<file path="config.mk">
export PLATFORM = sky130hd
export DESIGN_NAME = pot_reading_conditioner
export DESIGN_NICKNAME = d
export VERILOG_FILES = /design/src/sv/prc_pkg.sv /design/src/sv/pot_reading_conditioner.sv
export SDC_FILE = /design/constraint.sdc
export NUM_CORES = 1
export LEC_CHECK = 0
export ABC_CLOCK_PERIOD_IN_PS = 8700
export BUFFER_PORTS_ARGS = -buffer_cell sky130_fd_sc_hd__buf_2
export CORE_MARGIN = 2
export CORE_UTILIZATION = 35
export CTS_CLUSTER_DIAMETER = 150
export DETAILED_ROUTE_END_ITERATION = 6
export PLACE_DENSITY = 0.55
export SYNTH_ARGS = -nofsm -noshare
export SYNTH_HDL_FRONTEND = slang
export SYNTH_SLANG_ARGS = --single-unit
export TNS_END_PERCENT = 50
</file>
<file path="constraint.sdc">
create_clock -name clk -period 8.7 [get_ports clk]
set_input_delay 0.87 -clock clk [delete_from_list [all_inputs] [get_ports clk]]
set_output_delay 0.87 -clock clk [all_outputs]
set_load 0.03 [all_outputs]
</file>
<file path="src/sv/prc_pkg.sv">
// ----------------------------------------------------------------------------
// prc_pkg: shared types and constants of the pot reading conditioner
// Word layouts of both channels, register indexes and the fixed field widths.
// ----------------------------------------------------------------------------
package prc_pkg;

  localparam int ADC_BITS   = 12;
  localparam int FRAC_BITS  = 16;
  localparam int COEF_BITS  = 8;
  localparam int EDGE_BITS  = 7;
  localparam int THR_BITS   = 12;
  localparam int MS_BITS    = 16;
  localparam int CFG_DATA_W = 16;
  localparam int CFG_IDX_W  = 3;

  localparam logic [CFG_IDX_W-1:0] REG_CAL_MIN    = 3'd0;
  localparam logic [CFG_IDX_W-1:0] REG_CAL_MAX    = 3'd1;
  localparam logic [CFG_IDX_W-1:0] REG_INVERT     = 3'd2;
  localparam logic [CFG_IDX_W-1:0] REG_EDGE_FRAC  = 3'd3;
  localparam logic [CFG_IDX_W-1:0] REG_SMOOTHING  = 3'd4;
  localparam logic [CFG_IDX_W-1:0] REG_THRESHOLD  = 3'd5;
  localparam logic [CFG_IDX_W-1:0] REG_INTERVAL   = 3'd6;

  localparam logic OP_TICK = 1'b0;
  localparam logic OP_POLL = 1'b1;

  typedef struct packed {
    logic                op;
    logic [ADC_BITS-1:0] adc_sample;
  } req_word_t;

  typedef struct packed {
    logic                 changed;
    logic [FRAC_BITS-1:0] position;
  } rsp_word_t;

endpackage

</file>
<file path="src/sv/pot_reading_conditioner.sv">
// ----------------------------------------------------------------------------
// pot_reading_conditioner: potentiometer reading conditioner
// Interval gating, calibration clamp, IIR smoothing, hysteresis and a
// bit-serial conversion of the filtered reading to a Q0.16 fraction.
// ----------------------------------------------------------------------------
// Usage:
//   The request channel (req_valid, req_stall, req) carries one word per tick
//   or poll. Every accepted word yields exactly one word on the response
//   channel (rsp_valid, rsp_stall, rsp); changed is 0 when nothing new is
//   reported, and then position is 0.
//   A tick, or a poll that comes before the sample interval has passed, goes
//   straight to the output stage. A full poll runs shift-add for the IIR and
//   trim products, then limit checks and, when a fraction must be computed,
//   restoring division at one quotient bit per cycle.
//   One word is in work at a time; req_stall is high until the result has
//   been moved into the output register.
//   The output register holds one result; while rsp_stall is high the block
//   still finishes its current word and then waits for the register to free.
//   Synchronous reset restores the register defaults, clears the timer, the
//   filter and the last reported value, and empties the output register.
//   Configuration is written through cfg_write, cfg_index and cfg_data.
module pot_reading_conditioner (
  input  logic                                 clk,
  input  logic                                 rst,
  input  logic                                 req_valid,
  output logic                                 req_stall,
  input  prc_pkg::req_word_t                   req,
  output logic                                 rsp_valid,
  input  logic                                 rsp_stall,
  output prc_pkg::rsp_word_t                   rsp,
  input  logic                                 cfg_write,
  input  logic [prc_pkg::CFG_IDX_W-1:0]        cfg_index,
  input  logic [prc_pkg::CFG_DATA_W-1:0]       cfg_data
);

  localparam int ADC_BITS  = prc_pkg::ADC_BITS;
  localparam int FRAC_BITS = prc_pkg::FRAC_BITS;
  localparam int COEF_BITS = prc_pkg::COEF_BITS;
  localparam int EDGE_BITS = prc_pkg::EDGE_BITS;
  localparam int PROD_W    = ADC_BITS + COEF_BITS;
  localparam int TRIM_W    = ADC_BITS + EDGE_BITS;
  localparam int SH_W      = COEF_BITS + 1;
  localparam int CNT_W     = $clog2((FRAC_BITS > SH_W) ? FRAC_BITS : SH_W);

  localparam logic [2:0] S_IDLE = 3'd0;
  localparam logic [2:0] S_MUL  = 3'd1;
  localparam logic [2:0] S_TRIM = 3'd2;
  localparam logic [2:0] S_EVAL = 3'd3;
  localparam logic [2:0] S_DIV  = 3'd4;
  localparam logic [2:0] S_WR   = 3'd5;

  // Configuration registers
  logic [ADC_BITS-1:0]          cal_min;
  logic [ADC_BITS-1:0]          cal_max;
  logic                         invert_direction;
  logic [EDGE_BITS-1:0]         edge_fraction;
  logic [COEF_BITS-1:0]         smoothing_coeff;
  logic [prc_pkg::THR_BITS-1:0] change_threshold;
  logic [prc_pkg::MS_BITS-1:0]  sample_interval_ms;

  // Block state
  logic [prc_pkg::MS_BITS-1:0]  elapsed_ms;
  logic [ADC_BITS-1:0]          filtered_value;
  logic [ADC_BITS-1:0]          last_reported;

  // Sequencer and datapath
  logic [2:0]                   state;
  logic [CNT_W-1:0]             cnt;
  logic [ADC_BITS-1:0]          samp;
  logic [SH_W-1:0]              a_sh;
  logic [SH_W-1:0]              c_sh;
  logic [SH_W-1:0]              e_sh;
  logic [PROD_W-1:0]            acc_f;
  logic [TRIM_W-1:0]            acc_t;
  logic [ADC_BITS-1:0]          tmin;
  logic [ADC_BITS-1:0]          tmax;
  logic [ADC_BITS-1:0]          rem;
  logic [ADC_BITS-1:0]          den;
  logic [FRAC_BITS-1:0]         quo;
  logic                         res_changed;
  logic [FRAC_BITS-1:0]         res_pos;

  logic [ADC_BITS-1:0]          hi;
  logic [ADC_BITS-1:0]          range;
  logic [ADC_BITS-1:0]          samp_cl;
  logic [ADC_BITS-1:0]          f;
  logic [ADC_BITS-1:0]          diff;
  logic [ADC_BITS:0]            rem2;
  logic                         ge;
  logic                         req_take;
  logic                         rsp_free;

  assign hi       = (cal_max < cal_min) ? cal_min : cal_max;
  assign range    = hi - cal_min;
  assign samp_cl  = (req.adc_sample < cal_min) ? cal_min :
                    (req.adc_sample > hi) ? hi : req.adc_sample;
  assign f        = acc_f[PROD_W-1:COEF_BITS];
  assign diff     = (f > last_reported) ? f - last_reported : last_reported - f;
  assign rem2     = {rem, 1'b0};
  assign ge       = rem2 >= {1'b0, den};
  assign req_stall = (state != S_IDLE);
  assign req_take = req_valid && !req_stall;
  assign rsp_free = !rsp_valid || !rsp_stall;

  always_ff @(posedge clk) begin
    if (rst) begin
      cal_min            <= '0;
      cal_max            <= '1;
      invert_direction   <= 1'b0;
      edge_fraction      <= EDGE_BITS'(3);
      smoothing_coeff    <= COEF_BITS'(204);
      change_threshold   <= prc_pkg::THR_BITS'(8);
      sample_interval_ms <= prc_pkg::MS_BITS'(20);
    end else if (cfg_write) begin
      case (cfg_index)
        prc_pkg::REG_CAL_MIN:   cal_min            <= cfg_data[ADC_BITS-1:0];
        prc_pkg::REG_CAL_MAX:   cal_max            <= cfg_data[ADC_BITS-1:0];
        prc_pkg::REG_INVERT:    invert_direction   <= cfg_data[0];
        prc_pkg::REG_EDGE_FRAC: edge_fraction      <= cfg_data[EDGE_BITS-1:0];
        prc_pkg::REG_SMOOTHING: smoothing_coeff    <= cfg_data[COEF_BITS-1:0];
        prc_pkg::REG_THRESHOLD: change_threshold   <= cfg_data[prc_pkg::THR_BITS-1:0];
        prc_pkg::REG_INTERVAL:  sample_interval_ms <= cfg_data[prc_pkg::MS_BITS-1:0];
        default: ;
      endcase
    end
  end

  always_ff @(posedge clk) begin
    if (rst) begin
      state          <= S_IDLE;
      elapsed_ms     <= '0;
      filtered_value <= '0;
      last_reported  <= '0;
      rsp_valid      <= 1'b0;
    end else begin
      // When a new word is loaded in S_WR, that load takes the place of the clear.
      if (rsp_valid && !rsp_stall && state != S_WR) begin
        rsp_valid <= 1'b0;
      end
      case (state)
        S_IDLE: begin
          if (req_take) begin
            res_changed <= 1'b0;
            res_pos     <= '0;
            if (req.op == prc_pkg::OP_TICK) begin
              state <= S_WR;
              if (elapsed_ms != '1) begin
                elapsed_ms <= elapsed_ms + 1'b1;
              end
            end else if (elapsed_ms >= sample_interval_ms) begin
              elapsed_ms <= '0;
              samp       <= samp_cl;
              a_sh       <= SH_W'(1 << COEF_BITS) - SH_W'(smoothing_coeff);
              c_sh       <= SH_W'(smoothing_coeff);
              e_sh       <= SH_W'(edge_fraction);
              acc_f      <= '0;
              acc_t      <= '0;
              cnt        <= CNT_W'(SH_W - 1);
              state      <= S_MUL;
            end else begin
              state <= S_WR;
            end
          end
        end
        S_MUL: begin
          // MSB-first shift-add: one coefficient bit per cycle for both products.
          acc_f <= {acc_f[PROD_W-2:0], 1'b0}
                 + (a_sh[SH_W-1] ? PROD_W'(samp) : PROD_W'(0))
                 + (c_sh[SH_W-1] ? PROD_W'(filtered_value) : PROD_W'(0));
          acc_t <= {acc_t[TRIM_W-2:0], 1'b0}
                 + (e_sh[SH_W-1] ? TRIM_W'(range) : TRIM_W'(0));
          a_sh  <= {a_sh[SH_W-2:0], 1'b0};
          c_sh  <= {c_sh[SH_W-2:0], 1'b0};
          e_sh  <= {e_sh[SH_W-2:0], 1'b0};
          cnt   <= cnt - 1'b1;
          if (cnt == '0) begin
            state <= S_TRIM;
          end
        end
        S_TRIM: begin
          tmin  <= cal_min + ADC_BITS'(acc_t[TRIM_W-1:COEF_BITS]);
          tmax  <= hi - ADC_BITS'(acc_t[TRIM_W-1:COEF_BITS]);
          state <= S_EVAL;
        end
        S_EVAL: begin
          if (f == last_reported) begin
            filtered_value <= f;
            res_changed    <= 1'b0;
            state          <= S_WR;
          end else if (diff < change_threshold && f < tmax && f > tmin) begin
            filtered_value <= f;
            res_changed    <= 1'b0;
            state          <= S_WR;
          end else if (f < tmin) begin
            // Below the trimmed range the reading snaps to tmin and reports zero, once.
            filtered_value <= tmin;
            state          <= S_WR;
            if (last_reported != tmin) begin
              last_reported <= tmin;
              res_changed   <= 1'b1;
              res_pos       <= '0;
            end
          end else if (f > tmax) begin
            filtered_value <= tmax;
            state          <= S_WR;
            if (last_reported != tmax) begin
              last_reported <= tmax;
              res_changed   <= 1'b1;
              res_pos       <= '1;
            end
          end else begin
            filtered_value <= f;
            last_reported  <= f;
            res_changed    <= 1'b1;
            if (tmax == tmin) begin
              res_pos <= '0;
              state   <= S_WR;
            end else if (f == tmax) begin
              res_pos <= '1;
              state   <= S_WR;
            end else begin
              rem   <= f - tmin;
              den   <= tmax - tmin;
              quo   <= '0;
              cnt   <= CNT_W'(FRAC_BITS - 1);
              state <= S_DIV;
            end
          end
        end
        S_DIV: begin
          // Restoring division, one quotient bit per cycle; rem stays below den.
          rem <= ge ? ADC_BITS'(rem2 - {1'b0, den}) : rem2[ADC_BITS-1:0];
          quo <= {quo[FRAC_BITS-2:0], ge};
          cnt <= cnt - 1'b1;
          if (cnt == '0) begin
            res_pos <= {quo[FRAC_BITS-2:0], ge};
            state   <= S_WR;
          end
        end
        S_WR: begin
          if (rsp_free) begin
            rsp_valid    <= 1'b1;
            rsp.changed  <= res_changed;
            rsp.position <= (res_changed && invert_direction) ? ~res_pos : res_pos;
            state        <= S_IDLE;
          end
        end
        default: begin
          state <= S_IDLE;
        end
      endcase
    end
  end

`ifndef SYNTHESIS
  a_take_leaves_idle: assert property (@(posedge clk) disable iff (rst)
    req_take |=> state != S_IDLE)
    else $error("accepted word did not start work");

  a_result_loaded: assert property (@(posedge clk) disable iff (rst)
    (state == S_WR && rsp_free) |=> rsp_valid && state == S_IDLE)
    else $error("finished word was not moved to the output register");

  a_quiet_is_zero: assert property (@(posedge clk) disable iff (rst)
    (rsp_valid && !rsp.changed) |-> rsp.position == '0)
    else $error("unchanged word carries a nonzero position");

  a_div_bound: assert property (@(posedge clk) disable iff (rst)
    state == S_DIV |-> rem < den)
    else $error("division remainder reached the divisor");
`endif

endmodule

</file>
### Yosys cells after proc, flatten, opt, wreduce, memory -nomap -nowiden

Cells that the tools add are included.

* reduce and logical (&&, ||, !) cells: 40
* equality and inequality tests: 38
* div/mod/pow operators: 0
* shift operators: 0
* multiply operators: 0
* muxes and demuxes: 99
* magnitude comparators: 11
* bitwise operators: 8
* $add $sub $neg: 14

Operator list (number)
* 12-bit 2-to-1 mux: 22
* 16-bit 2-to-1 mux: 14
* 15-bit 2-to-1 mux: 6
* 9-bit 2-to-1 mux: 9
* 12-bit subtractor: 6
* 12-bit less-than comparator: 5
* 20-bit 2-to-1 mux: 3
* 19-bit 2-to-1 mux: 3
* 9-bit case mux with 2 select lines: 3
* 12-bit greater-than comparator: 4
* 16-bit case mux with 3 select lines: 1
* 20-bit by 12-bit adder with 20-bit output: 2
* 20-bit case mux with 2 select lines: 1
* 19-bit case mux with 2 select lines: 1
* 12-bit == test: 3
* 4-bit 2-to-1 mux: 9
* 15-bit case mux with 2 select lines: 1
* 12-bit inequality test: 2
* 2-bit inequality test (second input constant): 12
* 12-bit case mux with 2 select lines: 1
* 5-bit AND reduction: 4
* 19-bit by 12-bit adder with 19-bit output: 1
* 3-bit 2-to-1 mux: 6
* 3-bit case mux with 6 select lines: 1
* other kinds (36): 90

* input port bits: 37
* register bits: 291
* bits in latches: 0
* output and inout bits: 19
* memories: 0
* ROM bits: 0
* memory bits (writable): 0

### Longest topological paths before layout

Gate-level depths: netlist (run 1).

* depth after elaboration: 8
* depth in mapped cells: 26

### Worst setup path before layout (run 1)

OpenSTA, ideal clock, no wires.

* path type: register to register
* start point: reg elapsed_ms[0] in the netlist's numbering
* end point: reg a_sh[0] (enable)
* library setup time: 648 ps
* cell stages (with the launch flop): 10
* path slack: 467 ps
* path buffers: 0
* arrival: 7585 ps
* path through: dfxtp_1 > inv_1 > ha_1 > nand2b_1 > a31oi_1 > o211ai_1 > nand2_1 > o21ai_1 > a21oi_1 > nor4_1

* cells in the longest elaborated chain, start to end: 3

Ends and longest elaborated chain
* start: declaration: RTL line pot_reading_conditioner.sv:62 `logic [prc_pkg::MS_BITS-1:0] elapsed_ms;`
* start signal: assignment: RTL line pot_reading_conditioner.sv:148 `elapsed_ms <= elapsed_ms + 1'b1;`
* 16-bit greater-or-equal comparator: RTL line pot_reading_conditioner.sv:150 `end else if (elapsed_ms >= sample_interval_ms) begin`
* 2-bit inequality test (no source line)
* 5-bit AND reduction (no source line)
* end signal: assignment: RTL line pot_reading_conditioner.sv:153 `a_sh <= SH_W'(1 << COEF_BITS) - SH_W'(smoothing_coeff);`
* end signal: assignment: RTL line pot_reading_conditioner.sv:172 `a_sh <= {a_sh[SH_W-2:0], 1'b0};`
* end: declaration: RTL line pot_reading_conditioner.sv:70 `logic [SH_W-1:0] a_sh;`

Every way passes these cells.
A chain may end at the register's enable or synchronous reset.

### Final worst setup path (run 1)

* start point: reg cal_min[1]
* end point: reg acc_t[16], data pin

* cells in the longest elaborated chain, start to end: 6

Ends and longest elaborated chain
* start: declaration: RTL line pot_reading_conditioner.sv:53 `logic [ADC_BITS-1:0] cal_min;`
* start signal: assignment: RTL line pot_reading_conditioner.sv:116 `prc_pkg::REG_CAL_MIN: cal_min <= cfg_data[ADC_BITS-1:0];`
* 12-bit less-than comparator: RTL line pot_reading_conditioner.sv:93 `assign hi = (cal_max < cal_min) ? cal_min : cal_max;`
* 12-bit 2-to-1 mux: RTL line pot_reading_conditioner.sv:93
* 12-bit subtractor (*): RTL line pot_reading_conditioner.sv:94 `assign range = hi - cal_min;`
* 12-bit 2-to-1 mux (*): RTL line pot_reading_conditioner.sv:171 `+ (e_sh[SH_W-1] ? TRIM_W'(range) : TRIM_W'(0));`
* 19-bit by 12-bit adder with 19-bit output (*): RTL line pot_reading_conditioner.sv:171
* 19-bit case mux with 2 select lines (*): RTL line pot_reading_conditioner.sv:140 `case (state)`
* end signal: assignment: RTL line pot_reading_conditioner.sv:170 `acc_t <= {acc_t[TRIM_W-2:0], 1'b0}`
* end: declaration: RTL line pot_reading_conditioner.sv:74 `logic [TRIM_W-1:0] acc_t;`

Mark *: on every way between the ends. The rest lies on a longest branch, timed or not.

==> results of run 1 <==
## cell type report
cell class / count / area (um2)
inverter: 184 / 690.7
clock buffer: 50 / 1036
multi-input combinational: 1588 / 11180
tap: 748 / 935.9
fill: 5546 / 33420
timing repair buffer: 71 / 397.9
sequential: 290 / 7587
clock inverter: 18 / 170.2
## worst max-delay path: cells and delay by family, from the launching register on
kind / cells / cell delay, ps
AOI/OAI and AO/OA: 10 / 3150
adders and majority gates: 3 / 960
and+or+nand+nor: 7 / 890
buffers and inverters: 2 / 490
muxes: 1 / 440
DFF: 1 / 370
xor gates and xnor gates: 1 / 170
## registers in the layout, summed over array words and instances, names as in the netlist, 15 cells and up
name and count:
acc_f 20, acc_t 19, rsp 17, elapsed_ms 16, res_pos 16, sample_interval_ms 16, quo 15
## worst max-delay path by stage
stage,startpoint,end,cells past startpoint
finish,cal_min[1],acc_t[16],24
detailed placement,cal_min[1],acc_t[18],24
floorplan,elapsed_ms[0],a_sh[0],9
CTS,cal_min[1],acc_t[13],23
global route,cal_min[1],acc_t[13],23
global placement,cal_min[1],acc_t[18],24
## cells in the final DEF, fill, tap and decap left out, types with 9 or more instances in the layout
cell type / netlist / layout
buf_2: 9 / 54
fa_1: 21 / 21
o21ai_1: 13 / 13
nand3b_1: 18 / 18
nand4_1: 26 / 26
inv_1: 183 / 183
o31ai_1: 15 / 15
and3_1: 17 / 17
a21o_1: 43 / 43
xnor2_1: 74 / 74
nand3_1: 45 / 45
o21a_1: 23 / 23
o211ai_1: 15 / 15
a21oi_1: 147 / 147
mux2i_1: 34 / 34
mux2_4: 11 / 11
edfxtp_1: 178 / 178
nor4_1: 10 / 9
nand2_1: 263 / 263
xor2_1: 47 / 47
a221o_1: 26 / 26
a211oi_1: 36 / 36
dfxtp_1: 112 / 112
clkbuf_16: 0 / 38
or3_1: 16 / 16
nand2b_1: 15 / 15
nor2b_1: 29 / 29
o21ai_0: 50 / 50
ha_1: 191 / 191
o21bai_1: 9 / 9
and2_1: 49 / 49
mux2_2: 13 / 13
nor3_1: 55 / 53
nor2_1: 157 / 156
buf_4: 0 / 17
or4_1: 16 / 16
## metal layers
metal,routed length [um],global-route usage,vias up,part of all wire
met5,0,0,-,0
met4,1195,0.05013,0,0.023
met3,1906,0.02028,69,0.036
met2,24320,0.3001,302,0.46
met1,25640,0.2539,7412,0.48
li1,-,-,7694,-
## power breakdown
group	total, mW	switching (mW)	internal (mW)
combinational	1.86	1.13	0.728
clock	1.53	0.626	0.904
sequential	1.91	0.167	1.74
total	5.30	1.92	3.38
## cell families after synthesis
| group | after synthesis | share of synthesized area |
|---|---|---|
| flops | 290 | 0.3850 |
| compound gates | 454 | 0.1537 |
| fa+ha+maj | 212 | 0.1426 |
| xor+xnor | 121 | 0.05378 |
| mux | 62 | 0.03537 |
| simple gates | 739 | 0.1793 |
| buf+inv | 257 | 0.05029 |
==> results_dict.tcl, run 1 <==
set metrics [dict create \
    path_clk_slew_ps 60 \
    power_leakage_nw 9.027 \
    dieArea_mm2 0.05821 \
    final_nets 2421 \
    ys_top_cells_by_area "edfxtp_1, ha_1, dfxtp_1, nand2_1, a21oi_1" \
    placed_cells 2881 \
    cp_max_fo 8 \
    min_from "edge_fraction[5]" \
    core_mm2 0.05542 \
    die_height_um 241.3 \
    grt_pass1_vias 15056 \
    clkSinkCount 290 \
    utilization 0.3970 \
    pre_cts_slack_ps 1988 \
    yosysTopAreaCell "edfxtp_1" \
    yosys.cell_types.count 77 \
    synth-seq-cells 290 \
    synth_nets 2384 \
    synth-async-reset-ratio 0 \
    cts_setup_buffers 0 \
    period_minus_slack_ps 6759 \
    cts_made_buffers 37 \
    syn_area_mm2 0.01971 \
    maxSlewViolCount 0 \
    rrSetupSlack_ps 1940 \
    synth.top_cell.area_share 0.2713 \
    worstMarginPinSlew_ps 1239 \
    slowest_delay_ps 850 \
    yosys_most_used_dff "edfxtp_1" \
    r2r-start "cal_min[1]" \
    ioPinCount 56 \
    vias 15477 \
    insertion_delay_ps 570 \
    ys_seq_area_frac 0.3850 \
    area_growth_pct 11.64 \
    grt_antenna_before_repair 0 \
    netlist_instances 2135 \
    ant_nets 0 \
    hold_violations 0 \
    required_ps 8990 \
    totalPowerFinal_mw 5.296 \
    worstSetupStartpointType "flip-flop" \
    crit_type "reg -> reg" \
    synth.most_common_cell "nand2_1" \
    fin_ws_ps 1941 \
    skew_ps 25.67 \
    final.setup.tns_ps 0 \
    status "complete, no violations" \
    grt_setup_unrepaired "false" \
    drive_above_1_share 0.07905 \
    cts_tree "yes" \
    firstDrtPassIters 5 \
    worstHoldPathType "reg -> reg" \
    row_count 86 \
    min_period_over_period 0.7769 \
    start_util 0.3556 \
    placed_area_mm2 0.02079 \
    yosysWarnings 0 \
    track_usage 0.1824 \
    routedWlPerCell_um 17.99 \
    reg2regPathDepth 24 \
    grt_first_pass_wirelength_um 83240 \
    htree_levels 2 \
    setup_viol 0 \
    relSlewSlack 0.1742 \
    io_buffers 55 \
    gp_congestion 0.9307 \
    fin_cells 2949 \
    cp.arrival_ps 7050 \
    crit_path_end_kind "flip-flop" \
    vias_per_cell 5.248 \
    avgSynthCellArea_um2 9.230 \
    whs_ps 453.9 \
    r2r_end "acc_t[16]" \
    dp_hpwl_um 40060 \
    clock.fmax_mhz 148.0 \
    synth_commonest_cells "nand2_1, ha_1, inv_1, edfxtp_1, nor2_1" \
    drt-initial-drc-count 898 \
    critPathMostFrequentCell "ha_1" \
    power.density_mw_per_mm2 240.8 \
    gr-total-overflow 0 \
    hold_path_depth 2 \
    cts_buffer_depth 3 \
    peakVddDrop_mv 0.1752 \
    synth_edf_count 178 \
    slowest_stage "o41ai_1" \
    crit_chain "inv_1 > ha_1 > nand2_1 > o21ai_1 > a21oi_1 > o21a_1 > o211ai_1 > buf_4 > mux2_2 > ha_1 > nor2b_1 > o21a_1 > o21ai_1 > a2111oi_0 > nor3_1 > xor2_1 > nor2_1 > ha_1 > and3_1 > o211ai_1 > nand3_1 > o41ai_1 > or3_1 > a21oi_1" \
    antenna_cells 0 \
    grt_max_degree 73 \
    drc_errors 0 \
    routed_wl_um 53060 \
    final_area_mm2 0.02200 \
    ctsResizeCount 0 \
    maxCapViolCount 0 \
    holdPathEnd "edge_fraction[5]" \
    die-width_um 241.3 \
    clockRootBuffer "clkbuf_16" \
    holdBufCountCts 0 \
]
Note: power is estimated with default switching activity, not from simulation.
==> run 2: changes to the inputs <==
ABC_CLOCK_PERIOD_IN_PS = 5500   (was 8700)
clock period = 5.5 ns   (was 8.7 ns; I/O delays follow)
==> results_dict.tcl, run 2 (same netlist as run 1, synthesis figures left out) <==
set metrics [dict create \
    status "finished, violations left" \
    failed_checks "DRC" \
    r2r_end "acc_t[13]" \
    final_nets 2485 \
    maxSlewViolCount 0 \
    power_leakage_nw 9.370 \
    largest_reg_flops 20 \
    required_ps 5810 \
    cp_max_fo 5 \
    cp-endpoint "acc_t[13]" \
    final.setup.tns_ps 0 \
    reg2regPathDepth 25 \
    reg.largest.list "acc_f: 20 flops, acc_t: 19 flops, rsp: 17 flops" \
    ff_latch_area_mm2 0.007590 \
    slowest_stage "or4_1" \
    dieArea_mm2 0.05821 \
    track_usage 0.1850 \
    hold_violations 0 \
    clkSinkCount 290 \
    setup.worst_path.start "cal_min[2]" \
    min_period_over_period 0.9717 \
    regMostFlops "acc_f" \
    worstHoldPathType "in -> reg" \
    relSlewSlack 0.2358 \
    clockRootBuffer "clkbuf_16" \
    cts_tree "yes" \
    layout_commonest_cell "nand2_1" \
    path_clk_slew_ps 70 \
    firstDrtPassIters 7 \
    die_height_um 241.3 \
    multi_input_area_mm2 0.01131 \
    final_cell_mix "nand2_1, ha_1, inv_1, edfxtp_1, nor2_1" \
    grt_first_pass_wirelength_um 85060 \
    holdBufCountCts 0 \
    io_buffers 55 \
    critPathMostFrequentCell "buf_4" \
    dp_hpwl_um 40280 \
    hold_path_depth 3 \
    drive_above_1_share 0.1114 \
    slowest_delay_ps 490 \
    worstSetupStartpointType "flip-flop" \
    ant_nets 0 \
    crit_path_end_kind "flip-flop" \
    vias_per_cell 5.297 \
    cts_made_buffers 35 \
    ioPinCount 56 \
    r2r-start "cal_min[2]" \
    peakVddDrop_mv 0.2323 \
    routed_wl_um 53460 \
    maxCapViolCount 0 \
    grt_pass1_vias 15543 \
    antenna_cells 0 \
    core_mm2 0.05542 \
    routedWlPerCell_um 17.76 \
    crit_type "reg -> reg" \
    htree_levels 2 \
    setup_viol 0 \
    period_minus_slack_ps 5344 \
    area_growth_pct 14.71 \
    worstMarginPinSlew_ps 1144 \
    die-width_um 241.3 \
    cts_buffer_depth 3 \
    skew_ps 18.80 \
    gr-total-overflow 0 \
    grt_antenna_before_repair 1 \
    final_area_mm2 0.02260 \
    rrSetupSlack_ps 160 \
    gp_congestion 0.8895 \
    cp.arrival_ps 5660 \
    vias 15945 \
    fillers 5529 \
    insertion_delay_ps 560 \
    row_count 86 \
    drt-initial-drc-count 1082 \
    power.density_mw_per_mm2 374.5 \
    placed_area_mm2 0.02131 \
    start_util 0.3556 \
    grt_max_degree 73 \
    drc_errors 2 \
    clock.fmax_mhz 187.1 \
]
-- run 2: worst min path at each step --
stage	startpoint	to	slack [ps]
floorplan	res_changed	rsp[16]	430
global placement	edge_fraction[4]	edge_fraction[4]	440
detailed placement	change_threshold[4]	change_threshold[4]	450
CTS	cfg_data[14]	sample_interval_ms[14]	210
global route	cfg_data[14]	sample_interval_ms[14]	230
finish	cfg_data[14]	sample_interval_ms[14]	240
-- run 2: power by group --
part           internal, mW  switching, mW
Combinational          1.27           1.86
Sequential             2.76          0.230
Clock                  1.36          0.995
-- run 2: per-stage QoR --
| stage | worst slack (ps) | cells | util | power (mW) | hold slack, ps |
|---|---|---|---|---|---|
| 2_1_floorplan | -468.1 | 2135 | - | 5.179 | 426.8 |
| 3_3_place_gp | -162.9 | 2946 | 0.3845 | 6.029 | 442.5 |
| 3_5_place_dp | -169.6 | 2946 | 0.3845 | 6.112 | 447.7 |
| 4_1_cts | 3.533 | 3009 | 0.4055 | 8.505 | 213.0 |
| 5_1_grt | -38.99 | 3010 | 0.4079 | 9.022 | 226.3 |
| 6_report | 155.7 | 3010 | 0.4079 | 8.466 | 242.2 |
-- run 2: cell type report --
cell class	instances	share of cell area
Clock inverter	17	0.008358
Clock buffer	46	0.04279
Multi-Input combinational cell	1588	0.5003
Tap cell	748	0.04140
Timing Repair Buffer	137	0.04079
Sequential cell	290	0.3358
Inverter	184	0.03055
-- run 2: worst max-delay path: cells and delay by family (launching register included) --
family	cells	cell delay, ps
compound gates	9	1350
flops	1	330
simple gates	6	1210
mux	2	670
buf+inv	5	670
fa+ha+maj	3	870
-- run 2: per-layer routing --
layer  wire length [um]  global-route usage
met1              25140              0.2545
met2              24210              0.2990
met3               2379             0.02325
met4               1715             0.06584
met5                  7                   0
-- run 2: repair_timing --
action,CTS,global route
resized for setup,2,24
setup buffers,0,1
endpoints found under the setup margin,2,8
pin swaps,1,9
gates cloned,0,0
